`config.mk`:
```
export PLATFORM = sky130hd
export DESIGN_NAME = sha1_digest_engine_unit
export DESIGN_NICKNAME = d
export VERILOG_FILES = /design/src/hw/rtl/sha1de_pkg.sv /design/src/hw/rtl/sha1de_front.sv /design/src/hw/rtl/sha1de_fifo.sv /design/src/hw/rtl/sha1de_core.sv /design/src/hw/rtl/sha1_digest_engine_unit.sv
export SDC_FILE = /design/constraint.sdc
export NUM_CORES = 2
export LEC_CHECK = 0
export ABC_CLOCK_PERIOD_IN_PS = 12900
export BUFFER_PORTS_ARGS = -buffer_cell sky130_fd_sc_hd__buf_2
export CORE_ASPECT_RATIO = 2
export CORE_MARGIN = 2
export CORE_UTILIZATION = 47
export CTS_CLUSTER_SIZE = 40
export DETAILED_ROUTE_END_ITERATION = 8
export PLACE_DENSITY_LB_ADDON = 0.1
export SETUP_SLACK_MARGIN = 0.15
export SYNTH_ARGS = -nofsm -noshare
export SYNTH_HDL_FRONTEND = slang
export SYNTH_SLANG_ARGS = --single-unit
```
`constraint.sdc`:
```
create_clock -name i_clk -period 12.9 [get_ports i_clk]
set_input_delay 1.29 -clock i_clk [delete_from_list [all_inputs] [get_ports i_clk]]
set_output_delay 1.29 -clock i_clk [all_outputs]
set_load 0.02 [all_outputs]
```
`src/hw/rtl/sha1de_pkg.sv`:
```
// Shared types, constants and round functions of the SHA-1 digest engine.
package sha1de_pkg;

    // Command that the front end hands to the compression back end.
    typedef enum logic [0:0] {
        CMD_BYTE   = 1'b0,
        CMD_FINISH = 1'b1
    } t_cmd;

    // One queue entry: a message byte, or a finish with its length snapshot.
    typedef struct packed {
        t_cmd        cmd;
        logic [7:0]  data;
        logic        ovf;
        logic [63:0] count;
    } t_qent;

    localparam logic [4:0][31:0] INIT_CHAIN = {
        32'hC3D2E1F0, 32'h10325476, 32'h98BADCFE, 32'hEFCDAB89, 32'h67452301
    };

    localparam logic [6:0] LAST_ROUND = 7'd79;
    localparam logic [2:0] LAST_WORD  = 3'd4;
    localparam logic [7:0] PAD_BYTE   = 8'h80;
    localparam logic [5:0] LAST_POS   = 6'd63;
    localparam logic [5:0] LEN_POS    = 6'd56;

    // Round constant for round t.
    function automatic logic [31:0] round_k(input logic [6:0] t);
        logic [31:0] k;
        if (t < 7'd20) begin
            k = 32'h5A827999;
        end else if (t < 7'd40) begin
            k = 32'h6ED9EBA1;
        end else if (t < 7'd60) begin
            k = 32'h8F1BBCDC;
        end else begin
            k = 32'hCA62C1D6;
        end
        return k;
    endfunction

    // Boolean mixing function for round t.
    function automatic logic [31:0] round_f(input logic [6:0] t, input logic [31:0] b,
                                            input logic [31:0] c, input logic [31:0] d);
        logic [31:0] f;
        if (t < 7'd20) begin
            f = (b & c) | (~b & d);
        end else if (t < 7'd40) begin
            f = b ^ c ^ d;
        end else if (t < 7'd60) begin
            f = (b & c) | (b & d) | (c & d);
        end else begin
            f = b ^ c ^ d;
        end
        return f;
    endfunction

endpackage

```
`src/hw/rtl/sha1de_front.sv`:
```
// Front end: accepts input transactions, keeps the bit count and queues commands.
module sha1de_front (
    input  logic                i_clk,
    input  logic                i_rst_n,
    input  logic                i_valid,
    input  logic                i_kind,
    input  logic [7:0]          i_data_byte,
    input  logic                i_q_full,
    output logic                o_stall,
    output logic                o_push,
    output sha1de_pkg::t_qent   o_entry
);

    logic [63:0] r_bit_count;
    logic        r_ovf;
    logic [63:0] n_bit_count;
    logic        w_accept;

    assign o_stall     = i_q_full;
    assign w_accept    = i_valid && !i_q_full;
    assign n_bit_count = r_bit_count + 64'd8;

    // Bytes that arrive after the length overflowed are dropped here.
    assign o_push = w_accept && (i_kind || !r_ovf);

    always_comb begin
        o_entry.cmd   = i_kind ? sha1de_pkg::CMD_FINISH : sha1de_pkg::CMD_BYTE;
        o_entry.data  = i_data_byte;
        o_entry.ovf   = r_ovf;
        o_entry.count = r_bit_count;
    end

    // Length tracking; a finish starts a new message.
    always_ff @(posedge i_clk) begin
        if (!i_rst_n) begin
            r_bit_count <= '0;
            r_ovf       <= 1'b0;
        end else if (w_accept) begin
            if (i_kind) begin
                r_bit_count <= '0;
                r_ovf       <= 1'b0;
            end else if (!r_ovf) begin
                r_bit_count <= n_bit_count;
                if (n_bit_count == 64'd0) begin
                    r_ovf <= 1'b1;
                end
            end
        end
    end

endmodule

```
`src/hw/rtl/sha1de_fifo.sv`:
```
// Short command queue between the front end and the compression back end.
module sha1de_fifo #(
    parameter int DEPTH = 4
) (
    input  logic                i_clk,
    input  logic                i_rst_n,
    input  logic                i_push,
    input  sha1de_pkg::t_qent   i_entry,
    input  logic                i_pop,
    output logic                o_full,
    output logic                o_empty,
    output sha1de_pkg::t_qent   o_entry
);

    localparam int PTR_W = (DEPTH > 1) ? $clog2(DEPTH) : 1;
    localparam int CNT_W = $clog2(DEPTH + 1);

    sha1de_pkg::t_qent r_mem [DEPTH];
    logic [PTR_W-1:0]  r_wr_ptr;
    logic [PTR_W-1:0]  r_rd_ptr;
    logic [CNT_W-1:0]  r_count;
    logic              w_do_push;
    logic              w_do_pop;

    assign o_full    = (r_count == CNT_W'(DEPTH));
    assign o_empty   = (r_count == '0);
    assign w_do_push = i_push && !o_full;
    assign w_do_pop  = i_pop && !o_empty;
    assign o_entry   = r_mem[r_rd_ptr];

    // Entry storage.
    always_ff @(posedge i_clk) begin
        if (w_do_push) begin
            r_mem[r_wr_ptr] <= i_entry;
        end
    end

    // Pointers and fill count.
    always_ff @(posedge i_clk) begin
        if (!i_rst_n) begin
            r_wr_ptr <= '0;
            r_rd_ptr <= '0;
            r_count  <= '0;
        end else begin
            if (w_do_push) begin
                r_wr_ptr <= (r_wr_ptr == PTR_W'(DEPTH - 1)) ? '0 : r_wr_ptr + 1'b1;
            end
            if (w_do_pop) begin
                r_rd_ptr <= (r_rd_ptr == PTR_W'(DEPTH - 1)) ? '0 : r_rd_ptr + 1'b1;
            end
            if (w_do_push && !w_do_pop) begin
                r_count <= r_count + 1'b1;
            end else if (w_do_pop && !w_do_push) begin
                r_count <= r_count - 1'b1;
            end
        end
    end

endmodule

```
`src/hw/rtl/sha1de_core.sv`:
```
// Back end: block buffer, padding sequencer, 80-round compression and digest output.
module sha1de_core (
    input  logic                i_clk,
    input  logic                i_rst_n,
    input  logic                i_q_empty,
    input  sha1de_pkg::t_qent   i_entry,
    output logic                o_pop,
    output logic                o_valid,
    input  logic                i_stall,
    output logic [31:0]         o_digest_word,
    output logic [2:0]          o_word_index,
    output logic                o_last_word,
    output logic                o_status
);

    typedef enum logic [4:0] {
        S_IDLE  = 5'b00001,
        S_PAD   = 5'b00010,
        S_ROUND = 5'b00100,
        S_ADD   = 5'b01000,
        S_OUT   = 5'b10000
    } t_state;

    t_state       r_state;
    logic [31:0]  r_w [16];
    logic [31:0]  r_chain [5];
    logic [31:0]  r_a, r_b, r_c, r_d, r_e;
    logic [6:0]   r_round;
    logic [5:0]   r_pos;
    logic         r_fin;
    logic         r_extra;
    logic         r_ovf;
    logic [63:0]  r_count;
    logic [2:0]   r_idx;

    logic [31:0]  n_t;
    logic [31:0]  n_w;
    logic [63:0]  w_len_shift;
    logic [7:0]   w_pad_byte;
    logic [7:0]   w_wr_byte;
    logic         w_wr_en;
    logic         w_out_take;

    assign o_pop      = (r_state == S_IDLE) && !i_q_empty;
    assign w_out_take = (r_state == S_OUT) && !i_stall;

    // Round datapath and message schedule over a 16-word sliding window.
    assign n_t = {r_a[26:0], r_a[31:27]} + sha1de_pkg::round_f(r_round, r_b, r_c, r_d)
               + r_e + r_w[0] + sha1de_pkg::round_k(r_round);
    assign n_w = {r_w[13][30:0] ^ r_w[8][30:0] ^ r_w[2][30:0] ^ r_w[0][30:0],
                  r_w[13][31] ^ r_w[8][31] ^ r_w[2][31] ^ r_w[0][31]};

    // Padding byte: zeros, then the big-endian bit count in the last eight bytes.
    assign w_len_shift = r_count << {r_pos[2:0], 3'b000};
    assign w_pad_byte  = (!r_extra && (r_pos >= sha1de_pkg::LEN_POS)) ?
                         w_len_shift[63:56] : 8'h00;

    // Byte written into the block buffer this cycle.
    always_comb begin
        w_wr_en   = 1'b0;
        w_wr_byte = w_pad_byte;
        if (o_pop && !(i_entry.cmd == sha1de_pkg::CMD_FINISH && i_entry.ovf)) begin
            w_wr_en   = 1'b1;
            w_wr_byte = (i_entry.cmd == sha1de_pkg::CMD_FINISH) ?
                        sha1de_pkg::PAD_BYTE : i_entry.data;
        end else if (r_state == S_PAD) begin
            w_wr_en = 1'b1;
        end
    end

    // Block buffer: byte writes while filling, window shift while compressing.
    always_ff @(posedge i_clk) begin
        if (r_state == S_ROUND) begin
            for (int i = 0; i < 15; i++) begin
                r_w[i] <= r_w[i+1];
            end
            r_w[15] <= n_w;
        end else if (w_wr_en) begin
            r_w[r_pos[5:2]][{~r_pos[1:0], 3'b000} +: 8] <= w_wr_byte;
        end
    end

    // Sequencer for intake, padding, compression and output.
    always_ff @(posedge i_clk) begin
        if (!i_rst_n) begin
            r_state <= S_IDLE;
            r_pos   <= '0;
            r_fin   <= 1'b0;
            r_extra <= 1'b0;
            r_ovf   <= 1'b0;
            r_idx   <= '0;
            r_round <= '0;
            for (int i = 0; i < 5; i++) begin
                r_chain[i] <= sha1de_pkg::INIT_CHAIN[i];
            end
        end else begin
            unique case (r_state)
                S_IDLE: begin
                    if (o_pop) begin
                        r_count <= i_entry.count;
                        if (i_entry.cmd == sha1de_pkg::CMD_FINISH && i_entry.ovf) begin
                            r_ovf   <= 1'b1;
                            r_idx   <= '0;
                            r_state <= S_OUT;
                        end else begin
                            r_fin   <= (i_entry.cmd == sha1de_pkg::CMD_FINISH);
                            r_extra <= (r_pos >= sha1de_pkg::LEN_POS);
                            r_pos   <= r_pos + 1'b1;
                            if (r_pos == sha1de_pkg::LAST_POS) begin
                                r_round <= '0;
                                r_state <= S_ROUND;
                            end else if (i_entry.cmd == sha1de_pkg::CMD_FINISH) begin
                                r_state <= S_PAD;
                            end
                        end
                    end
                end
                S_PAD: begin
                    r_pos <= r_pos + 1'b1;
                    if (r_pos == sha1de_pkg::LAST_POS) begin
                        r_round <= '0;
                        r_state <= S_ROUND;
                    end
                end
                S_ROUND: begin
                    r_round <= r_round + 1'b1;
                    if (r_round == sha1de_pkg::LAST_ROUND) begin
                        r_state <= S_ADD;
                    end
                end
                S_ADD: begin
                    r_chain[0] <= r_chain[0] + r_a;
                    r_chain[1] <= r_chain[1] + r_b;
                    r_chain[2] <= r_chain[2] + r_c;
                    r_chain[3] <= r_chain[3] + r_d;
                    r_chain[4] <= r_chain[4] + r_e;
                    if (!r_fin) begin
                        r_state <= S_IDLE;
                    end else if (r_extra) begin
                        r_extra <= 1'b0;
                        r_state <= S_PAD;
                    end else begin
                        r_idx   <= '0;
                        r_state <= S_OUT;
                    end
                end
                S_OUT: begin
                    if (w_out_take) begin
                        r_idx <= r_idx + 1'b1;
                        if (r_idx == sha1de_pkg::LAST_WORD) begin
                            r_pos   <= '0;
                            r_fin   <= 1'b0;
                            r_extra <= 1'b0;
                            r_ovf   <= 1'b0;
                            r_state <= S_IDLE;
                            for (int i = 0; i < 5; i++) begin
                                r_chain[i] <= sha1de_pkg::INIT_CHAIN[i];
                            end
                        end
                    end
                end
                default: begin
                    r_state <= S_IDLE;
                end
            endcase
        end
    end

    // Working variables: loaded from the chain value, then one round per cycle.
    always_ff @(posedge i_clk) begin
        if (r_state == S_ROUND) begin
            r_a <= n_t;
            r_b <= r_a;
            r_c <= {r_b[1:0], r_b[31:2]};
            r_d <= r_c;
            r_e <= r_d;
        end else begin
            r_a <= r_chain[0];
            r_b <= r_chain[1];
            r_c <= r_chain[2];
            r_d <= r_chain[3];
            r_e <= r_chain[4];
        end
    end

    // Digest words come straight from the chain registers (zero after a length overflow) and hold while stalled.
    assign o_valid       = (r_state == S_OUT);
    assign o_digest_word = r_ovf ? 32'h0 : r_chain[r_idx];
    assign o_word_index  = r_idx;
    assign o_last_word   = (r_idx == sha1de_pkg::LAST_WORD);
    assign o_status      = r_ovf;

endmodule

```
`src/hw/rtl/sha1_digest_engine_unit.sv`:
```
// SHA-1 digest engine top level: front end, command queue and compression back end.
// A byte transaction is written into the block buffer; a full block then runs the 80 rounds
// in one shared round unit, followed by the chain add. Unless the length overflowed, a
// finish pads one byte per cycle (with a second compression when more than 55 bytes are
// pending); five digest words then follow, one per cycle while the output is not stalled.
// Input transactions keep flowing into the queue while the back end works or waits, until the queue is full.
// Reset (synchronous, active low) restores the initial chain value and empties the queue.
module sha1_digest_engine_unit #(
    parameter int QUEUE_DEPTH = 4
) (
    input  logic        i_clk,
    input  logic        i_rst_n,
    input  logic        i_valid,
    output logic        o_stall,
    input  logic        i_kind,
    input  logic [7:0]  i_data_byte,
    output logic        o_valid,
    input  logic        i_stall,
    output logic [31:0] o_digest_word,
    output logic [2:0]  o_word_index,
    output logic        o_last_word,
    output logic        o_status
);

    sha1de_pkg::t_qent w_push_entry;
    sha1de_pkg::t_qent w_pop_entry;
    logic              w_push;
    logic              w_pop;
    logic              w_q_full;
    logic              w_q_empty;

    // Front end classifies transactions and tracks the message length.
    sha1de_front u_front (
        .i_clk       (i_clk),
        .i_rst_n     (i_rst_n),
        .i_valid     (i_valid),
        .i_kind      (i_kind),
        .i_data_byte (i_data_byte),
        .i_q_full    (w_q_full),
        .o_stall     (o_stall),
        .o_push      (w_push),
        .o_entry     (w_push_entry)
    );

    // Command queue decouples the two sides.
    sha1de_fifo #(
        .DEPTH (QUEUE_DEPTH)
    ) u_fifo (
        .i_clk   (i_clk),
        .i_rst_n (i_rst_n),
        .i_push  (w_push),
        .i_entry (w_push_entry),
        .i_pop   (w_pop),
        .o_full  (w_q_full),
        .o_empty (w_q_empty),
        .o_entry (w_pop_entry)
    );

    // Back end pads, compresses and emits the digest.
    sha1de_core u_core (
        .i_clk         (i_clk),
        .i_rst_n       (i_rst_n),
        .i_q_empty     (w_q_empty),
        .i_entry       (w_pop_entry),
        .o_pop         (w_pop),
        .o_valid       (o_valid),
        .i_stall       (i_stall),
        .o_digest_word (o_digest_word),
        .o_word_index  (o_word_index),
        .o_last_word   (o_last_word),
        .o_status      (o_status)
    );

    // The last digest word ends the output burst.
    a_burst_ends: assert property (@(posedge i_clk) disable iff (!i_rst_n)
        (o_valid && !i_stall && o_last_word) |=> !o_valid)
        else $error("output valid after last digest word");

    // Words of one digest follow each other in order.
    a_word_order: assert property (@(posedge i_clk) disable iff (!i_rst_n)
        (o_valid && !i_stall && !o_last_word) |=>
            (o_valid && (o_word_index == $past(o_word_index) + 3'd1)))
        else $error("digest word sequence broken");

    // The last-word flag marks exactly the fifth word.
    a_last_flag: assert property (@(posedge i_clk) disable iff (!i_rst_n)
        o_valid |-> (o_last_word == (o_word_index == 3'd4)))
        else $error("last word flag does not match word index");

endmodule

```
==> results.ini <==
[critical_path]
path_max_fanout = 35
reg2reg_depth = 27
crit_end = u_core.r_a[31]
critPathBufInv = 7
rr_startpoint = u_core.r_round[4]
start_kind = flip-flop
worstPathRequired_ps = 13490
reg2reg_to = u_core.r_a[31]
crit_family = compound AO/OA/AOI/OAI gates
worstSetupPathType = reg2reg
cp_num_cells = 27
crit_start = u_core.r_round[4]
endpoint_kind = flip-flop
crit_slowest_cell = nand2_2
slowest_delay_ps = 660
crit_arrival_ps = 8490
r2r_slack_ps = 5000

[floorplan]
core_area_sq_um = 138000
rows = 193
num_io_pins = 52
die_x_microns = 267
die-area_sq_um = 142000
initial_core_util_pct = 47.2
die_h_microns = 530

[sta]
setup_viol = 0
setup_tns_ps = 0
setup_slack_ps = 5000
slew_violations = 0
rsz0062_at_grt = no
min_period_ps = 7900
fin_crit_sh_pct = 61.3
max_freq_ghz = 0.127
final_hold_viol_count = 0
slew_headroom_pct = 21.0
fin_skew_ps = 36.6
worst_slew_pin_slew_ps = 1180

[global_route]
grt_pass1_wl_microns = 279000
grt_usage_pct = 26.5
antenna_found_initial = 6
grt_pass1_vias = 44900
grt_max_degree = 151
grt_overflow = 0

[clocking]
cts_resized = 0
cts_buffer_depth = 3
cts_sinks = 1275
cts_setup_buffers = 0
clk_latency_ps = 740
clk_pin_slew_ps = 70
cts_root_buffer = clkbuf_16
cts_tree = done
htreeDepth = 3
cts_hold_buf = 0
cts_buffers = 116

[drt]
first_pass_iters = 6
first_iter_violations = 2870
drc_errors = 0
vias = 43500
ant_nets = 0
wl_microns = 185000
viasPerCell = 5.71
routedWlPerCell_microns = 24.3

[layout]
drive_gt1_share_pct = 10.3
fin_nets = 6033
nFillCells = 12400
areaGrowthSynthToFinish_pct = 9.51

[synth]
syn_nets = 6069
synthArstFlopShare_pct = 0
ys.flop_type = edfxtp_1
post_synth_num_cell_types = 84
ys_ff_latch = 1275
synth_top_area_share_pct = 47.0
synth_largest_area_cell = edfxtp_1
syn_area_sq_um = 65000
yosys-top-cells-area = edfxtp_1 (47%), dfxtp_1 (7.9%), nand2_1 (5.4%), o21ai_0 (5.1%), ha_1 (4.5%)
avgSynthCellArea_sq_um = 11.4
yosysWarningCount = 0
synth_edf_count = 1017
ys_seq_area_share_pct = 54.9
syn_inst = 5696

[placement]
portBuffers = 51
dp_slack_ps = 4960
hpwlAfterDp_microns = 137000
place_congestion = 0.950

[power]
ir_drop_v = 0.000142
p_leak_nw = 26.1
power_density_nw_per_um2 = 169

[worst_hold_path]
hold_class = reg2reg

[flow_run]
maxCapViolCount = 0

[run_status]
status = complete, no violations

==> cells in the mapped netlist, types with 67 or more instances <==
library cell,number
mux4_2,116
clkbuf_1,173
mux2_2,127
nor2_1,345
dfxtp_1,258
a21oi_1,203
a21o_1,93
fa_1,125
edfxtp_1,1017
o21ai_0,664
nand3_1,67
xor2_1,114
xnor2_1,175
ha_1,235
nand2_1,928
nor3_1,95
inv_1,234
==> through the flow <==
stage	instances	hold WS (ps)	power, mW	utilization (%)	area, sq um
after floorplan	5696	454	7.36	-	65000
after global placement	7394	470	8.31	48.6	67100
after detailed placement	7394	473	8.34	48.6	67100
after CTS	7615	482	12.1	51.6	71200
after global routing	7616	504	12.6	51.6	71200
final	7618	478	12.0	51.6	71200
==> cells in the final DEF, fill, tap and decap left out, drive strengths merged, types with 21 or more instances in the layout <==
cell	instances
a211oi	21
a21o	93
a21oi	204
a31oi	39
and2	24
and3	35
buf	104
bufinv	21
clkbuf	149
clkinv	43
dfxtp	258
edfxtp	1017
fa	125
ha	235
inv	238
mux2	127
mux2i	47
mux4	116
nand2	929
nand2b	42
nand3	70
nand4	29
nor2	345
nor2b	55
nor3	95
nor4	23
o21a	31
o21ai	703
o21bai	22
or3	22
xnor2	175
xor2	114
==> area by class of cell <==
cell class                      count  area, sq um  share of cell area [%]
Clock buffer                      149         3190                    4.48
Antenna cell                        3         7.51                  0.0105
Timing Repair Buffer              104          666                   0.935
Clock inverter                     72          947                    1.33
Multi-Input combinational cell   3927        27500                    38.6
Tap cell                         1852         2320                    3.25
Sequential cell                  1275        35700                    50.2
Inverter                          236          886                    1.24
==> logic make-up after synthesis <==
kind of cell / after synthesis / share of synthesized area (%)
compound gates: 1270 / 11.3
xor+xnor: 289 / 3.89
fa+ha+maj: 360 / 8.37
buf+inv: 494 / 2.98
flops: 1275 / 54.9
mux: 290 / 6.94
simple gates: 1718 / 11.6
==> routing by layer <==
layer | global-route usage (%) | up-vias | routed length (microns)
met4 | 15.2 | 8 | 11900
met1 | 26.5 | 21700 | 63300
li1 | - | 20500 | -
met2 | 52.4 | 837 | 105000
met5 | 0 | - | 54
met3 | 2.67 | 377 | 5680
==> sequential cells by signal (all words and copies together) (netlist names), named ones only <==
name	flops
u_core.r_w	512
u_core.r_d	32
u_core.r_extra	1
u_core.r_b	32
u_core.r_fin	1
u_fifo.r_count	3
u_core.o_status	1
u_core.r_state	5
u_core.o_word_index	3
u_core.r_c	32
u_front.r_ovf	1
u_core.r_e	32
u_core.r_round	7
u_fifo.r_wr_ptr	2
u_core.r_count	61
u_front.r_bit_count	61
u_core.r_pos	6
u_fifo.r_mem	284
u_fifo.r_rd_ptr	2
u_core.r_a	32
u_core.r_chain	160
==> worst min-delay path by stage <==
stage,slack [ps],end,depth (start not counted),start
after floorplan,450,u_core.r_round[1],2,u_core.r_round[1]
after global placement,470,u_core.r_round[1],2,u_core.r_round[1]
after detailed placement,470,u_core.r_round[1],2,u_core.r_round[1]
after CTS,480,u_core.r_round[1],2,u_core.r_round[1]
after global routing,500,u_core.r_round[1],2,u_core.r_round[1]
final,480,u_core.r_round[1],2,u_core.r_round[1]
==> power by group <==
| part | total, mW | internal (mW) | switching, mW |
|---|---|---|---|
| Combinational | 3.04 | 1.21 | 1.83 |
| Clock | 3.80 | 2.17 | 1.62 |
| Sequential | 5.19 | 4.89 | 0.299 |
| Total | 12.0 | 8.28 | 3.75 |
==> tightest hold or removal path: cells and delay by family (launching register included) <==
family / cells / cell delay (ps)
AOI/OAI and AO/OA: 1 / 50
DFF: 1 / 320
and+or+nand+nor: 1 / 60
No activity file was read; power rests on OpenSTA's default activity.
